$ cat src/rtl/ffrc_pkg.sv
package ffrc_pkg;

	localparam int BYTE_W          = 8;
	localparam int LEN_W           = 6;
	localparam int CFG_W           = 8;
	localparam int CFG_IDX_W       = 3;
	localparam int MAX_PAYLOAD_DEF = 32;

	// register indexes on the config port
	localparam logic [CFG_IDX_W-1:0] REG_HEADER_FIRST    = 3'd0;
	localparam logic [CFG_IDX_W-1:0] REG_HEADER_SECOND   = 3'd1;
	localparam logic [CFG_IDX_W-1:0] REG_TAIL_FIRST      = 3'd2;
	localparam logic [CFG_IDX_W-1:0] REG_TAIL_SECOND     = 3'd3;
	localparam logic [CFG_IDX_W-1:0] REG_LENGTH_FIELD_ON = 3'd4;
	localparam logic [CFG_IDX_W-1:0] REG_PAYLOAD_LEN     = 3'd5;

	localparam logic [BYTE_W-1:0] HEADER_FIRST_RST  = 8'hA5;
	localparam logic [BYTE_W-1:0] HEADER_SECOND_RST = 8'h00;
	localparam logic [BYTE_W-1:0] TAIL_FIRST_RST    = 8'h5A;
	localparam logic [BYTE_W-1:0] TAIL_SECOND_RST   = 8'h00;
	localparam logic [LEN_W-1:0]  PAYLOAD_LEN_RST   = 6'd16;

	typedef enum logic [1:0] {
		ST_RECV,
		ST_DRAIN_RD,
		ST_DRAIN_OUT
	} ctrl_state_t;

	typedef struct packed {
		logic step;        // take one received byte
		logic drain_rd;    // read the next payload entry
		logic drain_next;  // advance the read pointer
	} dp_cmd_t;

	typedef struct packed {
		logic frame_good;  // this step closed a verified frame
		logic at_last;     // entry on the output is the final one
	} dp_status_t;

endpackage

$ cat src/rtl/ffrc_ram.sv
module ffrc_ram #(
	parameter int WIDTH = 8,
	parameter int DEPTH = 32,
	localparam int AW = (DEPTH > 1) ? $clog2(DEPTH) : 1
) (
	input  logic             clk,
	input  logic             we,
	input  logic [AW-1:0]    waddr,
	input  logic [WIDTH-1:0] wdata,
	input  logic             re,
	input  logic [AW-1:0]    raddr,
	output logic [WIDTH-1:0] rdata
);

	logic [WIDTH-1:0] mem [DEPTH];
	logic [WIDTH-1:0] rdata_q;

	always_ff @(posedge clk) begin
		if (we) begin
			mem[waddr] <= wdata;
		end
		if (re) begin
			rdata_q <= mem[raddr];
		end
	end

	assign rdata = rdata_q;

endmodule

$ cat src/rtl/ffrc_datapath.sv
module ffrc_datapath import ffrc_pkg::*; #(
	parameter int MAX_PAYLOAD = MAX_PAYLOAD_DEF
) (
	input  logic                 clk,
	input  logic                 arst_n,
	input  logic                 cfg_wr_en,
	input  logic [CFG_IDX_W-1:0] cfg_index,
	input  logic [CFG_W-1:0]     cfg_wdata,
	input  logic [BYTE_W-1:0]    rx_byte,
	input  dp_cmd_t              cmd,
	output dp_status_t           status,
	output logic [BYTE_W-1:0]    payload_byte,
	output logic                 last
);

	localparam int POS_W = $clog2(MAX_PAYLOAD + 7);
	localparam int PW    = $clog2(MAX_PAYLOAD + 1);
	localparam int PEW   = LEN_W + 1;
	localparam int AW    = (MAX_PAYLOAD > 1) ? $clog2(MAX_PAYLOAD) : 1;

	// config registers
	logic [BYTE_W-1:0] hf_q, hs_q, tf_q, ts_q;
	logic              lf_q;
	logic [LEN_W-1:0]  plen_q;

	// frame state
	logic [POS_W-1:0]  pos_q;
	logic [BYTE_W-1:0] sum_q, ck_q;
	logic              lenok_q, ftm_q;

	// burst state
	logic [PW-1:0]     rd_q, cnt_q;
	logic              last_q;

	// geometry from the current registers
	logic [PEW-1:0]    p_ext;
	logic [PW-1:0]     p_eff;
	logic [POS_W-1:0]  hdr, tl, lf, pay_start, ck_pos, frame_len, pos_inc, slot;
	logic              two_hdr;

	// next values
	logic [POS_W-1:0]  pos_n;
	logic [BYTE_W-1:0] sum_n, ck_n;
	logic              lenok_n, ftm_n;
	logic              main_path, done, tail_ok, good, restart, ram_we;

	always_comb begin
		if (plen_q == '0) begin
			p_ext = PEW'(1);
		end else if ({1'b0, plen_q} > PEW'(MAX_PAYLOAD)) begin
			p_ext = PEW'(MAX_PAYLOAD);
		end else begin
			p_ext = {1'b0, plen_q};
		end
		p_eff     = PW'(p_ext);
		two_hdr   = (hs_q != '0);
		hdr       = two_hdr ? POS_W'(2) : POS_W'(1);
		tl        = (ts_q != '0) ? POS_W'(2) : POS_W'(1);
		lf        = POS_W'(lf_q);
		pay_start = hdr + lf;
		ck_pos    = pay_start + POS_W'(p_eff);
		frame_len = ck_pos + POS_W'(1) + tl;
		pos_inc   = pos_q + POS_W'(1);
		slot      = pos_q - pay_start;
	end

	always_comb begin
		pos_n     = pos_q;
		sum_n     = sum_q;
		ck_n      = ck_q;
		lenok_n   = lenok_q;
		ftm_n     = ftm_q;
		main_path = 1'b0;
		ram_we    = 1'b0;
		restart   = 1'b0;
		done      = 1'b0;
		if (pos_q == '0) begin
			if (rx_byte == hf_q) begin
				restart = 1'b1;
				pos_n   = POS_W'(1);
			end
		end else if (two_hdr && pos_q == POS_W'(1)) begin
			if (rx_byte == hs_q) begin
				pos_n = POS_W'(2);
			end else if (rx_byte != hf_q) begin
				restart = 1'b1;
				pos_n   = '0;
			end
		end else begin
			main_path = 1'b1;
			if (lf_q && pos_q == hdr) begin
				lenok_n = (rx_byte == {1'b0, p_ext});
				sum_n   = sum_q + rx_byte;
			end else if (pos_q >= pay_start && pos_q < ck_pos) begin
				ram_we = 1'b1;
				sum_n  = sum_q + rx_byte;
			end else if (pos_q == ck_pos) begin
				ck_n = rx_byte;
			end else if (pos_q == ck_pos + POS_W'(1)) begin
				ftm_n = (rx_byte == tf_q);
			end
			if (pos_inc < frame_len) begin
				pos_n = pos_inc;
			end else begin
				done    = 1'b1;
				restart = 1'b1;
				pos_n   = '0;
			end
		end
		tail_ok = (ts_q != '0) ? (ftm_n && rx_byte == ts_q) : ftm_n;
		good    = main_path && done && tail_ok && lenok_n && (sum_n == ck_n);
	end

	always_ff @(posedge clk or negedge arst_n) begin
		if (!arst_n) begin
			hf_q   <= HEADER_FIRST_RST;
			hs_q   <= HEADER_SECOND_RST;
			tf_q   <= TAIL_FIRST_RST;
			ts_q   <= TAIL_SECOND_RST;
			lf_q   <= 1'b0;
			plen_q <= PAYLOAD_LEN_RST;
		end else if (cfg_wr_en) begin
			case (cfg_index)
				REG_HEADER_FIRST:    hf_q   <= cfg_wdata;
				REG_HEADER_SECOND:   hs_q   <= cfg_wdata;
				REG_TAIL_FIRST:      tf_q   <= cfg_wdata;
				REG_TAIL_SECOND:     ts_q   <= cfg_wdata;
				REG_LENGTH_FIELD_ON: lf_q   <= cfg_wdata[0];
				REG_PAYLOAD_LEN:     plen_q <= cfg_wdata[LEN_W-1:0];
				default: ;
			endcase
		end
	end

	always_ff @(posedge clk or negedge arst_n) begin
		if (!arst_n) begin
			pos_q   <= '0;
			sum_q   <= '0;
			ck_q    <= '0;
			lenok_q <= 1'b1;
			ftm_q   <= 1'b0;
		end else if (cmd.step) begin
			pos_q <= pos_n;
			if (restart) begin
				sum_q   <= '0;
				ck_q    <= '0;
				lenok_q <= 1'b1;
				ftm_q   <= 1'b0;
			end else begin
				sum_q   <= sum_n;
				ck_q    <= ck_n;
				lenok_q <= lenok_n;
				ftm_q   <= ftm_n;
			end
		end
	end

	always_ff @(posedge clk or negedge arst_n) begin
		if (!arst_n) begin
			rd_q   <= '0;
			cnt_q  <= '0;
			last_q <= 1'b0;
		end else begin
			if (cmd.step && good) begin
				rd_q  <= '0;
				cnt_q <= p_eff;
			end else if (cmd.drain_next) begin
				rd_q <= rd_q + PW'(1);
			end
			if (cmd.drain_rd) begin
				last_q <= (rd_q == cnt_q - PW'(1));
			end
		end
	end

	ffrc_ram #(
		.WIDTH(BYTE_W),
		.DEPTH(MAX_PAYLOAD)
	) u_store (
		.clk  (clk),
		.we   (cmd.step && ram_we),
		.waddr(AW'(slot)),
		.wdata(rx_byte),
		.re   (cmd.drain_rd),
		.raddr(rd_q[AW-1:0]),
		.rdata(payload_byte)
	);

	assign status.frame_good = cmd.step && good;
	assign status.at_last    = last_q;
	assign last              = last_q;

endmodule

$ cat src/rtl/ffrc_ctrl.sv
module ffrc_ctrl import ffrc_pkg::*; (
	input  logic       clk,
	input  logic       arst_n,
	input  logic       in_valid,
	output logic       in_stall,
	output logic       out_valid,
	input  logic       out_stall,
	input  dp_status_t status,
	output dp_cmd_t    cmd
);

	ctrl_state_t state_q, state_n;

	always_ff @(posedge clk or negedge arst_n) begin
		if (!arst_n) begin
			state_q <= ST_RECV;
		end else begin
			state_q <= state_n;
		end
	end

	always_comb begin
		state_n        = state_q;
		cmd.step       = 1'b0;
		cmd.drain_rd   = 1'b0;
		cmd.drain_next = 1'b0;
		in_stall       = 1'b1;
		out_valid      = 1'b0;
		case (state_q)
			ST_RECV: begin
				in_stall = 1'b0;
				cmd.step = in_valid;
				if (status.frame_good) begin
					state_n = ST_DRAIN_RD;
				end
			end
			ST_DRAIN_RD: begin
				cmd.drain_rd = 1'b1;
				state_n      = ST_DRAIN_OUT;
			end
			ST_DRAIN_OUT: begin
				out_valid = 1'b1;
				if (!out_stall) begin
					if (status.at_last) begin
						state_n = ST_RECV;
					end else begin
						cmd.drain_next = 1'b1;
						state_n        = ST_DRAIN_RD;
					end
				end
			end
			default: begin
				state_n = ST_RECV;
			end
		endcase
	end

endmodule

$ cat src/rtl/fixed_frame_receiver_checksum.sv
// Fixed-length frame receiver with 8-bit additive checksum.
// Each received byte is taken while no payload burst is pending.
// A verified frame's payload leaves one byte at a time, each read from the
// store and then offered on the output, where out_stall can hold it; input
// is stalled until the last payload byte is taken.
// Async active-low reset: registers to defaults, hunting for a header.
module fixed_frame_receiver_checksum import ffrc_pkg::*; #(
	parameter int MAX_PAYLOAD = MAX_PAYLOAD_DEF
) (
	input  logic                 clk,
	input  logic                 arst_n,
	input  logic                 cfg_wr_en,
	input  logic [CFG_IDX_W-1:0] cfg_index,
	input  logic [CFG_W-1:0]     cfg_wdata,
	input  logic                 in_valid,
	output logic                 in_stall,
	input  logic [BYTE_W-1:0]    rx_byte,
	output logic                 out_valid,
	input  logic                 out_stall,
	output logic [BYTE_W-1:0]    payload_byte,
	output logic                 last
);

	dp_cmd_t    cmd;
	dp_status_t status;

	ffrc_ctrl u_ctrl (
		.clk      (clk),
		.arst_n   (arst_n),
		.in_valid (in_valid),
		.in_stall (in_stall),
		.out_valid(out_valid),
		.out_stall(out_stall),
		.status   (status),
		.cmd      (cmd)
	);

	ffrc_datapath #(
		.MAX_PAYLOAD(MAX_PAYLOAD)
	) u_dp (
		.clk         (clk),
		.arst_n      (arst_n),
		.cfg_wr_en   (cfg_wr_en),
		.cfg_index   (cfg_index),
		.cfg_wdata   (cfg_wdata),
		.rx_byte     (rx_byte),
		.cmd         (cmd),
		.status      (status),
		.payload_byte(payload_byte),
		.last        (last)
	);

endmodule

$ cat config.mk
export PLATFORM = sky130hd
export DESIGN_NAME = fixed_frame_receiver_checksum
export DESIGN_NICKNAME = d
export VERILOG_FILES = /design/src/rtl/ffrc_pkg.sv /design/src/rtl/ffrc_ram.sv /design/src/rtl/ffrc_datapath.sv /design/src/rtl/ffrc_ctrl.sv /design/src/rtl/fixed_frame_receiver_checksum.sv
export SDC_FILE = /design/constraint.sdc
export NUM_CORES = 1
export LEC_CHECK = 0
export BUFFER_PORTS_ARGS = -buffer_cell sky130_fd_sc_hd__buf_2
export CORE_UTILIZATION = 68
export DETAILED_ROUTE_END_ITERATION = 7
export GPL_TIMING_DRIVEN = 0
export PLACE_DENSITY = 0.86
export SLEW_MARGIN = 10
export SYNTH_ARGS = -nofsm -noshare
export SYNTH_HDL_FRONTEND = slang
export SYNTH_SLANG_ARGS = --single-unit
$ cat constraint.sdc
create_clock -name clk -period 11.35 [get_ports clk]
set_input_delay 0.5675 -clock clk [delete_from_list [all_inputs] [get_ports clk]]
set_output_delay 0.5675 -clock clk [all_outputs]
set_load 0.03 [all_outputs]
==> out/qor.yml <==
clockBufferDepth: 3
numClockSinks: 342
synthCells: 976
die_area_um2: 23800
core-area_um2: 22700
h-tree-depth: 2
numCtsBuffers: 35
ys_seq_elements: 342
area_delta_synth_final_pct: 10.1
syn_area_per_cell_um2: 16.2
cts_tree: "yes"
cp_max_fo: 8
yosysTopAreaCellShare: 0.502
initial_core_util: 0.695
die_w_um: 154
die_h_um: 154
root_buffer: "clkbuf_16"
rows: 55
place_area_um2: 16300
synthTopCellsByArea: "edfxtp_1 50%, mux4_2 11%, dfrtp_1 11%"
final_cell_area_um2: 17400
grt_pass1_wl_um: 54500
layout_common_cells: "264 x edfxtp_1, 80 x mux4_2, 70 x nor2_1"
io_buffers: 32
setup_viol: 0
fin_crit_ns: 5.82
r2r_start: "u_dp.hs_q[4]$_DFFE_PN0P_"
ys_warn_count: 0
hold_depth: 2
synth_area_um2: 15800
worstSetupStartpoint: "u_dp.hs_q[4]$_DFFE_PN0P_"
vias: 9020
layout_commonest_cell: "edfxtp_1"
reg2regPathDepth: 23
grt_use_total: 0.313
drtPass1Iterations: 5
yosysTopAreaCell: "edfxtp_1"
worst_hold_path.endpoint: "u_ctrl.state_q[1]$_DFFE_PN0P_"
diodes: 0
power_density_nw_per_um2: 186
hpwl_um: 23200
finClkSkew_ns: 0.0230
r2r_slack_ns: 5.53
ys_dominant_reg_cell: "edfxtp_1"
grt_max_degree: 62
post-route-drc-count: 0
grt_overflow_total: 0
clk_latency_ns: 0.51
min_path_type: "in2reg"
drive_gt1_frac: 0.242
arrival_ns: 6.27
detail-route-antenna-nets: 0
worstMarginPinSlew_ns: 1.18
vdd_drop_max_mv: 0.142
fmax_mhz: 172
nNetsFinal: 1106
layout_worst_path_cycle_share: 0.513
required_ns: 11.80
synth-edff-count: 264
min_from: "out_stall"
finalPower_uw: 3230
cp-end-kind: "register"
cts_setup_buffers: 0
viasPerCell: 6.67
slew-limit-headroom: 0.209
slew_viol_final: 0
antenna_found_initial: 0
leakage_uw: 0.00616
startpoint_type: "register"
r2r-end: "u_dp.sum_q[0]$_DFFE_PN0P_"
nFillCells: 1237
hold_violations: 0
ioPinCount: 35
grt_pass1_vias: 9220
wl_per_cell_um: 26.2
finalSetupTns_ns: 0
maxCapViolCount: 0
cts_resized: 0
totalWireLength_um: 35400
yosysSeqAreaShare: 0.627
drtIter0Drc: 811
status: "finished, final reports clean"
syn_nets: 1035
rsz0062_at_grt: "no"
place.gp.congestion: 0.859
crit_type: "reg2reg"
path_clk_slew_ns: 0.06
synth.distinct_cells: 83
async_flop_share: 0.228
-- critical path, cell delays in order (launching register included) --
cell and delay (ns):
dfrtp_1 0.41, nor4_1 0.48, nand2_1 0.26, inv_1 0.15, ha_1 0.32, inv_1 0.11
nor2_1 0.11, nor2_1 0.06, ha_1 0.21, or2_2 0.28, o211ai_2 0.41, nor3_1 0.19
xnor2_1 0.32, nor2_1 0.07, nand2_1 0.10, xor2_1 0.17, ha_1 0.27, a21oi_1 0.23
nand3_1 0.12, nand2_1 0.11, nor3_1 0.06, or3_1 0.46, o21ai_0 0.60, a22o_1 0.23
-- area by class of cell --
class                      count  area, um^2  area share
timing repair buffer          34         200      0.0115
clock inverter                 8        70.1     0.00403
multi-input combinational    567        5570       0.320
tap                          285         357      0.0205
inverter                      26        97.6     0.00561
sequential                   342        9890       0.569
buffer                        41         234      0.0135
clock buffer                  50         963      0.0554
-- routing by layer --
metal	part of all wire	track usage	routed length [um]
met3	0.079	0.0532	2810
met5	0	0	0
met1	0.39	0.415	13700
met2	0.50	0.524	17700
met4	0.035	0.127	1240
-- worst max path at each step --
| stage | to | slack, ns |
|---|---|---|
| 4_1_cts | u_dp.sum_q[0]$_DFFE_PN0P_ | 5.60 |
| 3_3_place_gp | u_dp.cnt_q[3]$_DFFE_PN0N_ | 5.75 |
| 2_1_floorplan | u_dp.cnt_q[2]$_DFFE_PN0N_ | 6.70 |
| 5_1_grt | u_dp.sum_q[4]$_DFFE_PN0P_ | 5.03 |
| 6_report | u_dp.sum_q[0]$_DFFE_PN0P_ | 5.53 |
| 3_5_place_dp | u_dp.sum_q[0]$_DFFE_PN0P_ | 5.63 |
-- cell usage after synthesis, drive strengths merged, types with 4 or more instances --
| cell | count |
|---|---|
| a21o | 5 |
| a21oi | 12 |
| a22o | 12 |
| and2 | 9 |
| buf | 11 |
| clkbuf | 29 |
| dfrtp | 68 |
| dfstp | 10 |
| edfxtp | 264 |
| ha | 32 |
| inv | 26 |
| mux2 | 55 |
| mux2i | 15 |
| mux4 | 80 |
| nand2 | 52 |
| nand2b | 8 |
| nand3 | 9 |
| nand4 | 12 |
| nand4b | 5 |
| nor2 | 70 |
| nor2b | 9 |
| nor3 | 7 |
| nor3b | 4 |
| nor4 | 9 |
| o21a | 4 |
| o21ai | 19 |
| xnor2 | 48 |
| xor2 | 34 |
-- registers in the layout (all words and copies together) (netlist names), 8 cells and up --
| register | flops |
|---|---|
| u_dp.ts_q | 8 |
| u_dp.ck_q | 8 |
| u_dp.tf_q | 8 |
| u_dp.sum_q | 8 |
| u_dp.u_store.mem | 256 |
| u_dp.hs_q | 8 |
| u_dp.hf_q | 8 |
| u_dp.u_store.rdata | 8 |
-- cell families (layout without fill, tap and decap cells) --
kind of cell	count (synthesis)	count (layout)	share of synthesized area
compound gates	84	84	0.0400
xor+xnor	83	83	0.0469
fa+ha+maj	37	37	0.0305
buf+inv	67	159	0.0210
flops	342	342	0.627
mux	150	150	0.164
simple gates	213	213	0.0711
-- per-stage QoR --
stage / cells / worst slack, ns / hold slack (ns) / util
detailed placement: 1294 / 5.63 / 0.460 / 0.719
global route: 1353 / 5.03 / 0.288 / 0.765
finish: 1353 / 5.53 / 0.300 / 0.765
floorplan: 976 / 6.70 / 0.272 / -
global placement: 1293 / 5.75 / 0.460 / 0.718
CTS: 1353 / 5.60 / 0.281 / 0.765
-- power by group --
part	switching, uW	leakage, uW	internal (uW)
registers	53.3	0.00336	1420
clock network	447	0.000495	612
logic	408	0.00230	295
total	908	0.00616	2330
-- repair_timing --
action,in CTS,in global routing
hold buffers,1,0
hold endpoints to repair,17,0
setup endpoints to repair,0,0
Note: power is estimated with default switching activity, not from simulation.
